File: src/hdl/ptd_pkg.sv
// Package for the periodic task dispatcher: shared constants, codes and types.
// Has no dependencies; every other file of the block imports it.
package ptd_pkg;

  localparam int TASK_SLOTS_DEF   = 8;
  localparam int LOWEST_LEVEL_DEF = 14;

  localparam int IN_DATA_W  = 48;
  localparam int OUT_DATA_W = 48;

  localparam logic [1:0] OP_ADD      = 2'd0;
  localparam logic [1:0] OP_TICK     = 2'd1;
  localparam logic [1:0] OP_DISPATCH = 2'd2;

  typedef enum logic [1:0] {
    ALU_ADD,
    ALU_GE,
    ALU_REARM
  } alu_mode_t;

  typedef struct packed {
    logic add_we;
    logic due_we;
  } tbl_ctl_t;

endpackage

File: src/hdl/ptd_alu.sv
// Shared 33-bit adder of the dispatcher: wrapping add, unsigned compare and
// clamped re-arm. Depends on ptd_pkg.
module ptd_alu (
  input  ptd_pkg::alu_mode_t mode,
  input  logic [31:0]        a,
  input  logic [31:0]        b,
  output logic [31:0]        y,
  output logic               ge
);
  import ptd_pkg::*;

  logic [31:0] b_op;
  logic [32:0] sum;

  always_comb begin
    b_op = (mode == ALU_GE) ? ~b : b;
    sum  = {1'b0, a} + {1'b0, b_op} + {32'd0, (mode == ALU_GE)};
    ge   = sum[32];
    if (mode == ALU_REARM && sum[32]) begin
      y = ~b;
    end else begin
      y = sum[31:0];
    end
  end

endmodule

File: src/hdl/ptd_table.sv
// Task table of the dispatcher: tag, period, due tick and level per slot.
// One read address, one write address per cycle. Depends on ptd_pkg.
module ptd_table #(
  parameter int TASK_SLOTS = ptd_pkg::TASK_SLOTS_DEF,
  parameter int SLOT_W     = (TASK_SLOTS > 1) ? $clog2(TASK_SLOTS) : 1
) (
  input  logic                        clk,
  input  ptd_pkg::tbl_ctl_t           ctl,
  input  logic [SLOT_W-1:0]           wr_idx,
  input  logic [7:0]                  wr_tag,
  input  logic [31:0]                 wr_period,
  input  logic [31:0]                 wr_due,
  input  logic [3:0]                  wr_level,
  input  logic [SLOT_W-1:0]           rd_idx,
  output logic [7:0]                  rd_tag,
  output logic [31:0]                 rd_period,
  output logic [31:0]                 rd_due,
  output logic [TASK_SLOTS-1:0][3:0]  levels
);
  import ptd_pkg::*;

  logic [7:0]                 tag_q    [TASK_SLOTS];
  logic [31:0]                period_q [TASK_SLOTS];
  logic [31:0]                due_q    [TASK_SLOTS];
  logic [TASK_SLOTS-1:0][3:0] level_q;

  always_ff @(posedge clk) begin
    if (ctl.add_we) begin
      tag_q[wr_idx]    <= wr_tag;
      period_q[wr_idx] <= wr_period;
      level_q[wr_idx]  <= wr_level;
      due_q[wr_idx]    <= wr_due;
    end else if (ctl.due_we) begin
      due_q[wr_idx] <= wr_due;
    end
  end

  assign rd_tag    = tag_q[rd_idx];
  assign rd_period = period_q[rd_idx];
  assign rd_due    = due_q[rd_idx];
  assign levels    = level_q;

endmodule

File: src/hdl/periodic_task_dispatcher_unit.sv
// Top level of the periodic task dispatcher: sequencer, output register and
// instances of ptd_table and ptd_alu. Depends on ptd_pkg.
//
// One transaction is taken at a time. Add, tick, an unused op and a dispatch
// on an already dispatched tick pass through the accept state ST_IDLE and the
// execute state ST_EXEC. A dispatch on a new tick goes on from ST_EXEC to
// ST_SCAN for one due compare per filled slot (skipped with an empty table),
// then to ST_SEEK, which walks the levels up from level 0 to the highest due
// level and gives one result and one re-arm per due task. With no task due it
// gives one empty result. All compares, due sums and re-arms run
// through the one shared 33-bit adder. A finished result waits in the output
// register, and a step that produces a result holds while that register is
// full and m_tready is low.
module periodic_task_dispatcher_unit #(
  parameter int TASK_SLOTS   = ptd_pkg::TASK_SLOTS_DEF,
  parameter int LOWEST_LEVEL = ptd_pkg::LOWEST_LEVEL_DEF
) (
  input  logic                            clk,
  input  logic                            rst,
  input  logic                            s_tvalid,
  output logic                            s_tready,
  // handler_tag[7:0], period[39:8], priority_req[43:40], zero fill above
  input  logic [ptd_pkg::IN_DATA_W-1:0]   s_tdata,
  // op[1:0]
  input  logic [1:0]                      s_tuser,
  output logic                            m_tvalid,
  input  logic                            m_tready,
  // accepted[0], run_valid[1], task_slot[4:2], run_tag[12:5], tick_now[44:13]
  output logic [ptd_pkg::OUT_DATA_W-1:0]  m_tdata,
  output logic                            m_tlast
);
  import ptd_pkg::*;

  localparam int SLOT_W = (TASK_SLOTS > 1) ? $clog2(TASK_SLOTS) : 1;
  localparam int CNT_W  = $clog2(TASK_SLOTS + 1);

  typedef enum logic [1:0] {
    ST_IDLE,
    ST_EXEC,
    ST_SCAN,
    ST_SEEK
  } state_t;

  state_t                     state;
  logic [1:0]                 op_r;
  logic [7:0]                 tag_r;
  logic [31:0]                per_r;
  logic [3:0]                 pri_r;
  logic [31:0]                tick;
  logic [31:0]                last_seen;
  logic [CNT_W-1:0]           used;
  logic [SLOT_W-1:0]          scan_idx;
  logic [TASK_SLOTS-1:0]      mask;
  logic [3:0]                 lvl;

  logic                       out_acc;
  logic                       out_run;
  logic [2:0]                 out_slot;
  logic [7:0]                 out_tag;
  logic [31:0]                out_tick;

  tbl_ctl_t                   tbl_ctl;
  alu_mode_t                  alu_mode;
  logic [31:0]                alu_b;
  logic [31:0]                alu_y;
  logic                       alu_ge;
  logic [SLOT_W-1:0]          rd_idx;
  logic [SLOT_W-1:0]          wr_idx;
  logic [3:0]                 wr_level;
  logic [7:0]                 rd_tag;
  logic [31:0]                rd_period;
  logic [31:0]                rd_due;
  logic [TASK_SLOTS-1:0][3:0] levels;

  logic                       out_free;
  logic                       out_load;
  logic                       add_ok;
  logic [TASK_SLOTS-1:0]      hits;
  logic [SLOT_W-1:0]          sel_idx;
  logic [TASK_SLOTS-1:0]      sel_onehot;
  logic [TASK_SLOTS-1:0]      mask_rest;
  logic [31:0]                sel_wide;

  assign s_tready = !rst && (state == ST_IDLE);
  assign out_free = !m_tvalid || m_tready;
  assign out_load = out_free &&
                    (((state == ST_EXEC) && !((op_r == OP_DISPATCH) && (tick != last_seen))) ||
                     ((state == ST_SEEK) && ((mask == '0) || (hits != '0))));
  assign add_ok   = (used < CNT_W'(TASK_SLOTS)) && (tag_r != 8'd0);
  assign m_tdata  = {3'd0, out_tick, out_tag, out_slot, out_run, out_acc};
  assign sel_wide = 32'(sel_idx);

  always_comb begin
    hits       = '0;
    sel_idx    = '0;
    sel_onehot = '0;
    for (int i = 0; i < TASK_SLOTS; i++) begin
      hits[i] = mask[i] && (levels[i] == lvl);
    end
    for (int i = TASK_SLOTS - 1; i >= 0; i--) begin
      if (hits[i]) begin
        sel_idx    = SLOT_W'(i);
        sel_onehot = TASK_SLOTS'(1) << i;
      end
    end
    mask_rest = mask & ~sel_onehot;
  end

  always_comb begin
    alu_mode = ALU_ADD;
    alu_b    = 32'd1;
    case (state)
      ST_EXEC: begin
        if (op_r == OP_ADD) begin
          alu_b = per_r;
        end
      end
      ST_SCAN: begin
        alu_mode = ALU_GE;
        alu_b    = rd_due;
      end
      ST_SEEK: begin
        alu_mode = ALU_REARM;
        alu_b    = rd_period;
      end
      default: begin
        alu_b = 32'd1;
      end
    endcase
  end

  always_comb begin
    rd_idx         = (state == ST_SCAN) ? scan_idx : sel_idx;
    wr_idx         = (state == ST_SEEK) ? sel_idx : SLOT_W'(used);
    wr_level       = (pri_r > 4'(LOWEST_LEVEL)) ? 4'(LOWEST_LEVEL) : pri_r;
    tbl_ctl.add_we = (state == ST_EXEC) && (op_r == OP_ADD) && add_ok && out_free;
    tbl_ctl.due_we = (state == ST_SEEK) && (hits != '0) && out_free;
  end

  ptd_alu u_alu (
    .mode (alu_mode),
    .a    (tick),
    .b    (alu_b),
    .y    (alu_y),
    .ge   (alu_ge)
  );

  ptd_table #(
    .TASK_SLOTS (TASK_SLOTS),
    .SLOT_W     (SLOT_W)
  ) u_table (
    .clk       (clk),
    .ctl       (tbl_ctl),
    .wr_idx    (wr_idx),
    .wr_tag    (tag_r),
    .wr_period (per_r),
    .wr_due    (alu_y),
    .wr_level  (wr_level),
    .rd_idx    (rd_idx),
    .rd_tag    (rd_tag),
    .rd_period (rd_period),
    .rd_due    (rd_due),
    .levels    (levels)
  );

  always_ff @(posedge clk) begin
    if (rst) begin
      state     <= ST_IDLE;
      tick      <= '0;
      last_seen <= '0;
      used      <= '0;
      mask      <= '0;
      lvl       <= '0;
      scan_idx  <= '0;
      m_tvalid  <= 1'b0;
    end else begin
      if (m_tready && !out_load) begin
        m_tvalid <= 1'b0;
      end
      case (state)
        ST_IDLE: begin
          if (s_tvalid) begin
            op_r  <= s_tuser;
            tag_r <= s_tdata[7:0];
            per_r <= s_tdata[39:8];
            pri_r <= s_tdata[43:40];
            state <= ST_EXEC;
          end
        end
        ST_EXEC: begin
          if (op_r == OP_DISPATCH && tick != last_seen) begin
            last_seen <= tick;
            mask      <= '0;
            lvl       <= '0;
            scan_idx  <= '0;
            state     <= (used == '0) ? ST_SEEK : ST_SCAN;
          end else if (out_free) begin
            m_tvalid <= 1'b1;
            out_acc  <= (op_r == OP_ADD) && add_ok;
            out_run  <= 1'b0;
            out_slot <= ((op_r == OP_ADD) && add_ok) ? 3'(used) : 3'd0;
            out_tag  <= '0;
            out_tick <= (op_r == OP_TICK) ? alu_y : tick;
            m_tlast  <= 1'b1;
            if (op_r == OP_ADD && add_ok) begin
              used <= used + CNT_W'(1);
            end
            if (op_r == OP_TICK) begin
              tick <= alu_y;
            end
            state <= ST_IDLE;
          end
        end
        ST_SCAN: begin
          mask[scan_idx] <= alu_ge && (rd_tag != 8'd0);
          scan_idx       <= scan_idx + SLOT_W'(1);
          if (CNT_W'(scan_idx) == used - CNT_W'(1)) begin
            state <= ST_SEEK;
          end
        end
        ST_SEEK: begin
          if (mask == '0) begin
            if (out_free) begin
              m_tvalid <= 1'b1;
              out_acc  <= 1'b0;
              out_run  <= 1'b0;
              out_slot <= '0;
              out_tag  <= '0;
              out_tick <= tick;
              m_tlast  <= 1'b1;
              state    <= ST_IDLE;
            end
          end else if (hits == '0) begin
            lvl <= lvl + 4'd1;
          end else if (out_free) begin
            m_tvalid <= 1'b1;
            out_acc  <= 1'b0;
            out_run  <= 1'b1;
            out_slot <= sel_wide[2:0];
            out_tag  <= rd_tag;
            out_tick <= tick;
            m_tlast  <= (mask_rest == '0);
            mask     <= mask_rest;
            if (mask_rest == '0) begin
              state <= ST_IDLE;
            end
          end
        end
        default: begin
          state <= ST_IDLE;
        end
      endcase
    end
  end

endmodule

File: config.mk
export PLATFORM = sky130hd
export DESIGN_NAME = periodic_task_dispatcher_unit
export DESIGN_NICKNAME = d
export VERILOG_FILES = /design/src/hdl/ptd_pkg.sv /design/src/hdl/ptd_alu.sv /design/src/hdl/ptd_table.sv /design/src/hdl/periodic_task_dispatcher_unit.sv
export SDC_FILE = /design/constraint.sdc
export NUM_CORES = 1
export LEC_CHECK = 0
export BUFFER_PORTS_ARGS = -buffer_cell sky130_fd_sc_hd__buf_2
export CAP_MARGIN = 10
export CELL_PAD_IN_SITES_DETAIL_PLACEMENT = 2
export CELL_PAD_IN_SITES_GLOBAL_PLACEMENT = 2
export CORE_MARGIN = 2
export CORE_UTILIZATION = 35
export CTS_CLUSTER_SIZE = 24
export DETAILED_ROUTE_END_ITERATION = 8
export PLACE_DENSITY_LB_ADDON = 0.1
export REMOVE_ABC_BUFFERS = 1
export SYNTH_ARGS = -nofsm -noshare
export SYNTH_HDL_FRONTEND = slang
export SYNTH_SLANG_ARGS = --single-unit
File: constraint.sdc
create_clock -name clk -period 7.7 [get_ports clk]
set_input_delay 0.385 -clock clk [delete_from_list [all_inputs] [get_ports clk]]
set_output_delay 0.385 -clock clk [all_outputs]
set_load 0.005 [all_outputs]
[Word-level counts from Yosys, hierarchy flattened]
Memory sizes are Yosys's and may differ from the RTL's.
Index checks and enable logic that the tools add are counted.
Widths: inputs -> output; s select.
Word-level totals
  register bits after elaboration: 210
  bits in writable memories: 576
  output and inout port bits: 51
  logic and storage cells: 235
  memories: 3
Memory list
  u_table.due_q: words 8, bits a word 32, read ports 1, clocked after memory_dff 0, write ports 1, line ptd_table.sv:24  | logic [31:0] due_q [TASK_SLOTS];
  u_table.period_q: words 8, bits a word 32, read ports 1, clocked after memory_dff 0, write ports 1, line ptd_table.sv:23  | logic [31:0] period_q [TASK_SLOTS];
  u_table.tag_q: words 8, bits a word 8, read ports 1, clocked after memory_dff 0, write ports 1, line ptd_table.sv:22  | logic [7:0] tag_q [TASK_SLOTS];
Cells by class
  add/sub/neg operators: 6
  order comparisons: 6
  eq/ne operators: 31
  multiplexer cells: 102
  bitwise gates (word level): 6
  reductions and logical operators: 55
Operators by type and width (count)
  $mux 32: 10
  $mux 8: 17
  $pmux 32 s3: 1
  $pmux 32 s2: 1
  $mux 3: 18
  $add 32x32->33: 1
  $add 33x1->33: 1
  $bwmux 32: 1
  $eq 4x4->1: 8
  $ne 32x32->1: 1
  $not 32->32: 1
  $mux 1: 27
  $logic_and 1x1->1: 25
  $logic_not 8->1: 3
  $pmux 8 s3: 1
  $reduce_bool 8->1: 3
  $mux 4: 5
  $reduce_and 5->1: 4
  $mux 2: 8
  $pmux 8 s2: 1
  $demux 4 s3: 1
  $ne 2x2->1 const B: 6
  $pmux 3 s2: 2
  $add 4x1->4 const B: 2
  33 further kinds: 58

[Logic depth before layout (Yosys ltp)]
Gate-level depths: netlist of run 1.
An unclocked memory read counts as a cell.
  word-level depth: 23
  gate-level depth with buffers: 31
  gate-level depth less buffers: 26

[Hierarchy]
A second synthesis of run 1 with hierarchy kept.
Second synthesis, totals
  cell total of the unflattened synthesis: 2096
  area, all modules: 34065.2 sq um
Modules (own cells, without submodules)
  ptd_table: times used 1, cells each 887, area an instance 22933.2 sq um, sequential area each 18257.5 sq um
  periodic_task_dispatcher_unit: times used 1, cells each 856, area an instance 8630.8 sq um, sequential area each 4484.3 sq um
  ptd_alu: times used 1, cells each 353, area an instance 2501.1 sq um, sequential area each 0.0 sq um

[Worst setup path before layout of run 1]
Ideal clock, no wire load.
  path kind: register -> register
  start: register lvl[0]
  end: memory u_table.due_q[0][25], data pin
  setup time: 0.230 ns
  data arrival time: 6.176 ns
  data required time: 7.470 ns
  path slack: 1.294 ns
  cell stages (with the launch flop): 28
  path buffers: 11
  clock period less this slack: 6.406 ns
  cells stage by stage: dfxtp_1 buf_6 xor2_1 nor4_4 o211ai_2 a21oi_2 buf_6 buf_2 buf_2 buf_4 buf_2 clkbuf_1 nand2_1 a311o_1 a31o_2 ha_1 clkbuf_1 a21o_1 a21o_1 a21o_1 a21oi_1 nand4_1 a211o_1 nand3_1 buf_2 clkbuf_1 buf_1 mux2i_1
On the way
  word-level cells in the longest chain between the ends: 20
  elaborated cells between the ends (all ways): 35
  those cells by class: add/sub (2); eq/ne (8); mux (13); bitwise (1); reduce/logical (9); memory (2)
Ends and longest elaborated chain
  start: declaration: line periodic_task_dispatcher_unit.sv:54  | logic [3:0] lvl;
  start signal: assignment: line periodic_task_dispatcher_unit.sv:234  | lvl <= lvl + 4'd1;
  $eq 4x4->1: line periodic_task_dispatcher_unit.sv:98  | hits[i] = mask[i] && (levels[i] == lvl);
  $logic_and 1x1->1: line periodic_task_dispatcher_unit.sv:98
  $mux 3 (7 in a row): line periodic_task_dispatcher_unit.sv:101  | if (hits[i]) begin
  $mux 3 (*): line periodic_task_dispatcher_unit.sv:101
  $mux 3 (*): line periodic_task_dispatcher_unit.sv:133  | rd_idx = (state == ST_SCAN) ? scan_idx : sel_idx;
  $mem_v2 8x32 (on tied branches)
  $pmux 32 s3 (*): line periodic_task_dispatcher_unit.sv:112  | case (state)
  $not 32->32: line ptd_alu.sv:16, ptd_alu.sv:20
  $mux 32: line ptd_alu.sv:16  | b_op = (mode == ALU_GE) ? ~b : b;
  $add 32x32->33: line ptd_alu.sv:17  | sum = {1'b0, a} + {1'b0, b_op} + {32'd0, (mode == ALU_GE)};
  $add 33x1->33: line ptd_alu.sv:17
  $logic_and 1x1->1: line ptd_alu.sv:19  | if (mode == ALU_REARM && sum[32]) begin
  $mux 32 (*): line ptd_alu.sv:19
  net alu_y[25]: line periodic_task_dispatcher_unit.sv:65  | logic [31:0] alu_y;
  $mux 32 (no source line) (*)
  end: declaration: line ptd_table.sv:24
The timed path passes the listed nets; every way through them passes the cells marked *.

[Worst setup path in the final report of run 1]
  start: register lvl[2]
  end: register mask[7]
On the way
  word-level cells in the longest chain between the ends: 20
  elaborated cells between the ends (all ways): 53
  those cells by class: add/sub (2); eq/ne (9); mux (24); bitwise (3); reduce/logical (12); memory (3)
Ends and longest elaborated chain
  $eq 4x4->1: line periodic_task_dispatcher_unit.sv:98
  $logic_and 1x1->1: line periodic_task_dispatcher_unit.sv:98
  $mux 3 (8 in a row): line periodic_task_dispatcher_unit.sv:101
  $mux 3: line periodic_task_dispatcher_unit.sv:133
  $mem_v2 8x32 (on tied branches)
  $pmux 32 s3: line periodic_task_dispatcher_unit.sv:112
  $not 32->32: line ptd_alu.sv:16
  $mux 32: line ptd_alu.sv:16
  $add 32x32->33: line ptd_alu.sv:17
  $add 33x1->33: line ptd_alu.sv:17
  $logic_and 1x1->1: line periodic_task_dispatcher_unit.sv:215  | mask[scan_idx] <= alu_ge && (rd_tag != 8'd0);
  $bwmux 8: line periodic_task_dispatcher_unit.sv:215
  $pmux 8 s3: line periodic_task_dispatcher_unit.sv:180  | case (state)
  end signal: indexed assignment: line periodic_task_dispatcher_unit.sv:215
  end signal: assignment: line periodic_task_dispatcher_unit.sv:243  | mask <= mask_rest;
  end: declaration: line periodic_task_dispatcher_unit.sv:53  | logic [TASK_SLOTS-1:0] mask;
Parallel ways exist; a longest one is shown, timed or not. The select of a mux whose other input is x is not followed.
A chain may end at the register's enable or synchronous reset.

==> summary.md, run 1 <==
The tools report the share of synthesized area occupied by flip-flops and latches as 0.656. The tool flagged a number of max-cap violations equal to 0. Yosys mapped a number of flops with a built-in enable equal to 700. TritonCTS built the clock tree.

The switching share of power was 0.231; the power after layout was 9.58 mW. H-tree depth: 3. The logs give 27600 for the via count of the first global-routing pass and 34600 um2 for the netlist area before placement. The placement row count is 115, and the total number of nets in the final design is 3205. The leakage dissipation is 15.1 nW.

The logs give 4256 for the instance count after placement with tap cells included and 0 for the final count of pins violating max slew. No sink is reached through more buffers than the 3 on the longest clock path. In this run, synthesis produced a sequential element count of 786.

The relative slew slack was 0.207; the mean area per synthesized cell was 11.9 um2. Of all cell types, the one taking the most synthesized area is sky130_fd_sc_hd__edfxtp_1. For this block, the via count after detailed routing is 24700. The logs give 0.173 ns for the worst-case hold slack and 3 for the initial antenna violation count. The run gives 105 as the count of boundary I/O pins. The number of cells on the worst reg-to-reg path is 26. The fraction of registers with async set or reset after synthesis is 0, and the number of port buffers is 97.

The detailed-route wire length per cell came out at 27.2 um. Yosys printed 0 warnings. The worst hold path passes through 5 cells. The count of placed standard cells in the final layout, fillers left out was 4475. The tools report the critical path endpoint category as a register. For the final count of hold timing violations, the log shows 0.

Using the TritonRoute via totals, the vias-per-cell ratio works out to 5.51. Cell internal power was estimated by the tool at 7.37 mW. The data required time of the worst path was 8.30 ns. The congestion estimate from routability-driven global placement came to 0.865. The tools report the part of the power in registers as 0.497. The first global-routing pass estimated 180000 um of wire.

The fraction of layout cells with a size suffix above 1 came out at 0.147. The final period demand of the worst path was 7.10 ns; the worst-skew pair later-pin latency was 0.68 ns. The tools report the launch point of the worst reg-to-reg path as lvl[2]. The detail route stage leaves a number of antenna-violating nets equal to 0. Setup violations remaining at the end of the flow were counted as 0.

The critical path is of the reg2reg type. Of all nets on the critical path, the largest fanout is 15. Leaving out fill and tap cells, the most frequent cells in the layout are sky130_fd_sc_hd__edfxtp_1, sky130_fd_sc_hd__nand2_1, sky130_fd_sc_hd__nand3_1.

The worst register-to-register path ends at mask[7]. Entering global routing, the biggest net connects 64 pins. The worst-case IR drop observed on VDD is 0.182 mV.

For the worst setup path, the data arrival time is 7.70 ns. Leaving out fill and tap cells, the most frequent cell in the layout is sky130_fd_sc_hd__edfxtp_1. Setup repair after global routing left no endpoint under its margin.

After synthesis, the netlist uses 90 different library cells. Summed over all failing endpoints, the final setup total negative slack is 0 ns. Actual slew at the worst max-slew pin: 1.18 ns.

The most frequently used flop master after synthesis was sky130_fd_sc_hd__edfxtp_1. Counting every instance in the synthesized netlist gives 2917. By area the synthesized netlist is led by sky130_fd_sc_hd__edfxtp_1, sky130_fd_sc_hd__nand2_1, sky130_fd_sc_hd__dfxtp_1. The starting utilization of the core area was 0.353. The combinational group share of total power came out at 0.057.

In this run the most critical hold path is launched from s_tvalid. The relative area change from synthesis to final layout works out to 17.9%. For the final database, setup skew stands at 0.0344 ns. For this run the aggregate overflow at the end of global routing stands at 0. The flow ran to the end, and the final reports show no timing, DRC or antenna violations. The total iterations of the first detailed-routing run was 5.

The share of the clock period used by the worst path after layout is 0.923. The core region is 98300 um2. Post-detailed-placement half-perimeter wirelength: 76900 um. The run gives 2.21 mW as the switching power summed over all nets. Power spread over the standard cell area amounts to 235 nW/um2. The logs give 141 MHz for the upper clock frequency limit and 0.60 ns for the register-to-register path setup slack. The endpoint of the worst hold-timing path is state[0]. The number of clock buffers inserted by TritonCTS is 91, and the width of the chip is 319 um. The kind of start point of the critical path is a register.

The count of routing violations after the opening detailed-route iteration came out at 1505. The logs give 0.446 for the clock network fraction of total power and 0 for the remaining routing DRC violations. The clock net in this run drives a total of 786 sinks.

The run gives 122000 um as the overall routed net length. Share of the synthesized area in the top cell type: 0.607. The cell sitting at the root of the clock tree is a sky130_fd_sc_hd__clkbuf_16.

The floorplan step defined a die boundary enclosing 102000 um2. The global routing usage summed across all routing layers is 0.238, and the vertical extent of the die is 319 um. The register clock-pin slew on the reported worst setup and hold paths is 0.06 ns. For the final antenna diode count, the log shows 0. The worst hold path class is in2reg.
## layout make-up
class | instances | area (um2)
clock buffers | 128 | 2590
clock inverters | 39 | 325
fillers | 9949 | 57400
inverters | 23 | 86.3
multi-input cells | 1924 | 11200
flip-flops and latches | 786 | 22700
well taps | 1287 | 1610
repair buffers | 288 | 2250
## per-stage QoR
stage          area, um2  setup WS (ns)   util
2_1_floorplan      33800          -5.46      -
3_3_place_gp       37400          0.586  0.380
3_5_place_dp       37400          0.284  0.380
4_1_cts            40800          0.243  0.415
5_1_grt            40800         0.0554  0.416
6_report           40800          0.595  0.416
## state kept, by name (all words and copies together), names as in the netlist, 8 cells and up
| register | flops |
|---|---|
| last_seen | 32 |
| mask | 8 |
| out_tag | 8 |
| out_tick | 32 |
| per_r | 32 |
| tag_r | 8 |
| tick | 32 |
| u_table.due_q | 256 |
| u_table.levels | 32 |
| u_table.period_q | 256 |
| u_table.tag_q | 64 |
## cells in the mapped netlist, types with 8 or more instances
| cell | n |
|---|---|
| sky130_fd_sc_hd__buf_4 | 9 |
| sky130_fd_sc_hd__nand3_1 | 195 |
| sky130_fd_sc_hd__inv_1 | 22 |
| sky130_fd_sc_hd__xnor2_1 | 57 |
| sky130_fd_sc_hd__a31o_2 | 34 |
| sky130_fd_sc_hd__ha_1 | 36 |
| sky130_fd_sc_hd__a21oi_1 | 67 |
| sky130_fd_sc_hd__mux2i_1 | 94 |
| sky130_fd_sc_hd__o21a_1 | 14 |
| sky130_fd_sc_hd__xor2_1 | 37 |
| sky130_fd_sc_hd__nor2_1 | 142 |
| sky130_fd_sc_hd__a211oi_1 | 41 |
| sky130_fd_sc_hd__nand2_1 | 672 |
| sky130_fd_sc_hd__or3_1 | 9 |
| sky130_fd_sc_hd__nand4_1 | 21 |
| sky130_fd_sc_hd__buf_2 | 40 |
| sky130_fd_sc_hd__edfxtp_1 | 700 |
| sky130_fd_sc_hd__a311o_1 | 32 |
| sky130_fd_sc_hd__nor4_1 | 9 |
| sky130_fd_sc_hd__a21o_1 | 38 |
| sky130_fd_sc_hd__nor3_1 | 38 |
| sky130_fd_sc_hd__o31ai_1 | 8 |
| sky130_fd_sc_hd__dfxtp_1 | 86 |
| sky130_fd_sc_hd__nand2b_1 | 16 |
| sky130_fd_sc_hd__buf_1 | 24 |
| sky130_fd_sc_hd__clkbuf_1 | 110 |
| sky130_fd_sc_hd__and3_1 | 87 |
| sky130_fd_sc_hd__and2_1 | 13 |
| sky130_fd_sc_hd__o21ai_0 | 97 |
| sky130_fd_sc_hd__a31oi_1 | 55 |
## how the worst max path moves through the flow
stage / slack, ns / to / startpoint / cells after the start
after global placement: 0.59 / tick[18] / lvl[1] / 27
after CTS: 0.24 / tick[18] / lvl[2] / 26
final: 0.60 / mask[7] / lvl[2] / 26
after detailed placement: 0.28 / tick[18] / lvl[2] / 26
after global routing: 0.06 / mask[7] / lvl[2] / 26
after floorplan: -5.46 / out_tick[15] / state[1] / 20
## worst max-delay path: stages, from the launching register on
cell                       delay [ns]
sky130_fd_sc_hd__dfxtp_1         0.70
sky130_fd_sc_hd__xor2_1          0.24
sky130_fd_sc_hd__nor3_2          0.08
sky130_fd_sc_hd__and3_1          0.21
sky130_fd_sc_hd__nor3_1          0.55
sky130_fd_sc_hd__a21o_4          0.40
sky130_fd_sc_hd__buf_4           0.32
sky130_fd_sc_hd__nand2_1         0.08
sky130_fd_sc_hd__and3_1          0.18
sky130_fd_sc_hd__a211oi_1        0.22
sky130_fd_sc_hd__a31oi_1         0.05
sky130_fd_sc_hd__o21ai_0         0.18
sky130_fd_sc_hd__buf_4           0.18
sky130_fd_sc_hd__a21o_1          0.13
sky130_fd_sc_hd__inv_1           0.06
sky130_fd_sc_hd__fa_1            0.40
sky130_fd_sc_hd__nor2b_1         0.12
sky130_fd_sc_hd__o21ai_0         0.12
sky130_fd_sc_hd__a21boi_0        0.22
sky130_fd_sc_hd__o21ai_0         0.15
sky130_fd_sc_hd__a21boi_0        0.41
sky130_fd_sc_hd__o21a_1          0.31
sky130_fd_sc_hd__a211o_1         0.19
sky130_fd_sc_hd__and2_1          0.32
sky130_fd_sc_hd__o211ai_1        0.38
sky130_fd_sc_hd__nor4b_1         0.55
sky130_fd_sc_hd__a32o_1          0.24
## metal layers
layer  vias to the layer above  global-route usage  part of all wire
li1                      11100                   -                 -
met1                     13000               0.308              0.44
met2                       403               0.408              0.49
met3                       191              0.0300             0.027
met4                         2              0.0859             0.037
met5                         -                   0           0.00011
## repair_timing
action,CTS,global route
endpoints found under the setup margin,0,114
setup buffers,0,5
hold buffers,46,0
gates resized for setup,0,5
endpoints found under the hold margin,46,0
## cell families (layout without fill, tap and decap cells)
family,Yosys count,count (layout),synth area share
AND/OR/NAND/NOR,1236,1237,0.159
flip-flops,786,786,0.656
AO/OA/AOI/OAI,452,452,0.0915
buffers and inverters,210,478,0.0259
multiplexers,100,100,0.0295
XOR/XNOR,95,95,0.0242
adder cells (fa/ha/maj),37,37,0.0136
other,1,3,0.000108
## power groups by stage
stage / clock, mW / combinational [mW] / sequential, mW
after CTS: 4.38 / 0.551 / 4.76
after global placement: 0 / 0.509 / 4.84
after floorplan: 0 / 0.292 / 4.83
final: 4.28 / 0.545 / 4.76
after detailed placement: 0 / 0.530 / 4.85
after global routing: 4.53 / 0.595 / 4.76
(Power assumes the default switching activity.)
==> run 2: changes to the inputs <==
- REMOVE_ABC_BUFFERS: 1 -> not set
==> summary.md, run 2 (same netlist as run 1, synthesis figures left out) <==
The setup slack after layout was 0.594 ns (-0.00137 ns). The vertical extent of the die is 319 um (unchanged). The data arrival time of the critical path is 7.44 ns (-0.26 ns), and the wire length of the first global-routing pass is 177000 um (-1.7%).

The overall routed net length was 119000 um (-2.1%); the weighted congestion at the end of routability-driven global placement was 0.821 (-5.1%). By startpoint and endpoint, the worst setup path is classified as reg2reg. STA classifies the critical path startpoint as a register. The run gives 0 (unchanged) as the final count of pins violating max slew.

The run gives 3 (unchanged) as the maximum number of buffers from clock root to sink. The worst hold path depth was 5 (unchanged); the total power per unit cell area was 231 nW/um2 (-1.5%). The logs give 1 (-2) for the initial antenna violation count and 37500 um2 (+0.19%) for the total placed instance area.

The logs give 9.41 mW (-1.8%) for the power after layout and 0.414 (-0.00122) for the fraction of the core area covered by cells at the end of the flow. The relative slew slack is 0.175 (-0.0327). For the worst-case hold slack, the log shows 0.150 ns (-0.0222 ns). The worst setup path is captured at a register. Root cell of the clock tree: sky130_fd_sc_hd__clkbuf_16. TritonCTS built the clock tree. The post-detailed-placement half-perimeter wirelength is 76000 um (-1.2%). The count of routing violations after the opening detailed-route iteration is 1397 (-7.2%), and the sum of overflow across all layers after global routing is 0 (unchanged). The most frequent standard cell in the layout excluding fill and tap cells was sky130_fd_sc_hd__edfxtp_1.

The share of the clock period used by the worst path after layout was 0.923 (about the same); the count of placed standard cells in the final layout, fillers left out was 4471 (-0.089%). In this design, the critical path's most frequently occurring cell is sky130_fd_sc_hd__a21o_1. The tools report the count of boundary I/O pins as 105 (unchanged). The number of endpoints failing setup at the final stage came out at 0 (unchanged). The via count of the first global-routing pass was 27000 (-2.0%); the global routing usage summed across all routing layers was 0.234 (-0.00411).

The register clock-pin slew on the reported worst setup and hold paths is 0.06 ns (about the same), and the worst-skew pair later-pin latency is 0.67 ns (about the same). The number of port buffers was 97 (unchanged); the final count of hold timing violations was 0 (unchanged). Worst slack at placement: 0.330 ns (+0.0463 ns).

The run gives 0 (unchanged) as the max-capacitance violation count. The worst hold path belongs to the class in2reg. The fraction of layout cells with a size suffix above 1 was 0.147 (about the same); the number of clock buffers inserted by TritonCTS was 90 (-1.1%). The tools report the internal portion of total power as 7.26 mW (-1.5%). From synthesis to final layout, the design area changed by 17.5%. The run gives 15.0 nW (-0.47%) as the leakage dissipation. In the final layout, the registers with the most flip-flops are u_table.due_q (256), u_table.period_q (256), u_table.tag_q (64). The tools report the sum of negative setup slack as 0 ns (unchanged).

The upper clock frequency limit is 141 MHz (about the same). The logs give 24500 (-0.50%) for the via count and 75 (+17%) for the largest net degree at the start of global routing. The detailed-route wire length per cell is 26.6 um (-2.0%).

The total iterations of the first detailed-routing run is 5 (unchanged). The worst setup skew after layout was 0.0287 ns (-0.00566 ns); the total number of nets in the final design was 3211 (+0.19%). For the clock network fraction of total power, the log shows 0.436 (-0.010). The top cell types in the final layout, fill and taps aside, are sky130_fd_sc_hd__edfxtp_1, sky130_fd_sc_hd__nand2_1, sky130_fd_sc_hd__nand3_1. The switching share of power is 0.229 (-0.00210), and the width of the chip is 319 um (unchanged).

The final antenna diode count is 0 (unchanged), and the final period demand of the worst path is 7.11 ns (+0.00137 ns). The H-tree depth was 3 (unchanged); the mean number of vias per cell was 5.49 (-0.41%). Instance count after placement with tap cells included: 4268 (+0.28%).

The largest fanout on the critical path works out to 31 (+16). The run gives 0.174 mV (-4.8%) as the maximum resistive drop on vdd. The floorplan die area came out at 102000 um2 (unchanged).

For the switching power summed over all nets, the log shows 2.15 mW (-2.7%). The starting utilization of the core area was 0.353 (unchanged). Area of the core: 98300 um2 (unchanged). On the critical path, the stage with the largest delay is an instance of sky130_fd_sc_hd__dfxtp_1.

The actual slew at the worst max-slew pin is 1.23 ns (+0.0554 ns), and the number of cell instances on the worst register-to-register path is 29 (+12%). The tools report the part of the power in registers as 0.506 (+0.009). The run gives 0 (unchanged) as the residual antenna-violating net count after detailed routing. The data required time of the worst path came out at 8.03 ns (-0.27 ns).

The placement row count was 115 (unchanged). The run finished with clean final reports. The number of sinks handled by clock tree synthesis is 786 (unchanged), and the maximum cell stage delay along the critical path is 0.55 ns (-0.15 ns). Setup repair after global routing left no endpoint under its margin.

The tools report the total non-filler cell area in the finished layout as 40700 um2 (-0.29%). The tools report the combinational group share of total power as 0.058 (about the same). The tools report the remaining routing DRC violations as 0 (unchanged).
run 2: repair_timing:
| action | 4_1_cts | 5_1_grt |
|---|---|---|
| hold buffers | 46 | 0 |
| endpoints found under the hold margin | 46 | 0 |
| gates resized for setup | 0 | 8 |
| endpoints found under the setup margin | 0 | 55 |
| buffers inserted | 0 | 0 |
run 2: area by class of cell:
cell class	count	area, um2
Sequential cell	786	22700
Fill cell	9977	57600
Inverter	23	86.3
Tap cell	1287	1610
Timing Repair Buffer	295	2270
Multi-Input combinational cell	1924	11200
Clock buffer	117	2400
Clock inverter	39	352
run 2: path summary, 6_finish.rpt:
path	start	end	slack, ns
max	lvl[1]	u_table.due_q[5][25]	0.59
min reg2reg	last_seen[1]	last_seen[1]	0.53
min	s_tvalid	state[0]	0.15
max reg2reg	lvl[1]	u_table.due_q[5][25]	0.59
run 2: layer usage:
metal	wire length (um)	up-vias	global-route usage	share of wire
met2	61200	392	0.421	0.51
met1	50500	12900	0.289	0.42
met3	3430	182	0.0300	0.029
met5	13	-	0	0.00011
li1	-	11100	-	-
met4	3880	2	0.0763	0.033
run 2: power groups by stage:
stage | registers, mW | logic [mW] | clock network (mW)
final | 4.76 | 0.548 | 4.10
after global routing | 4.76 | 0.597 | 4.36
after CTS | 4.76 | 0.555 | 4.20
after detailed placement | 4.85 | 0.534 | 0
after global placement | 4.84 | 0.513 | 0
after floorplan | 4.82 | 0.295 | 0
run 2: critical path: cells and delay by family (launching register included):
family,cells,cell delay (ns)
fa+ha+maj,1,0.31
mux,1,0.25
flops,1,0.55
xor+xnor,2,0.55
compound gates,15,2.78
buf+inv,5,1.23
simple gates,5,1.09
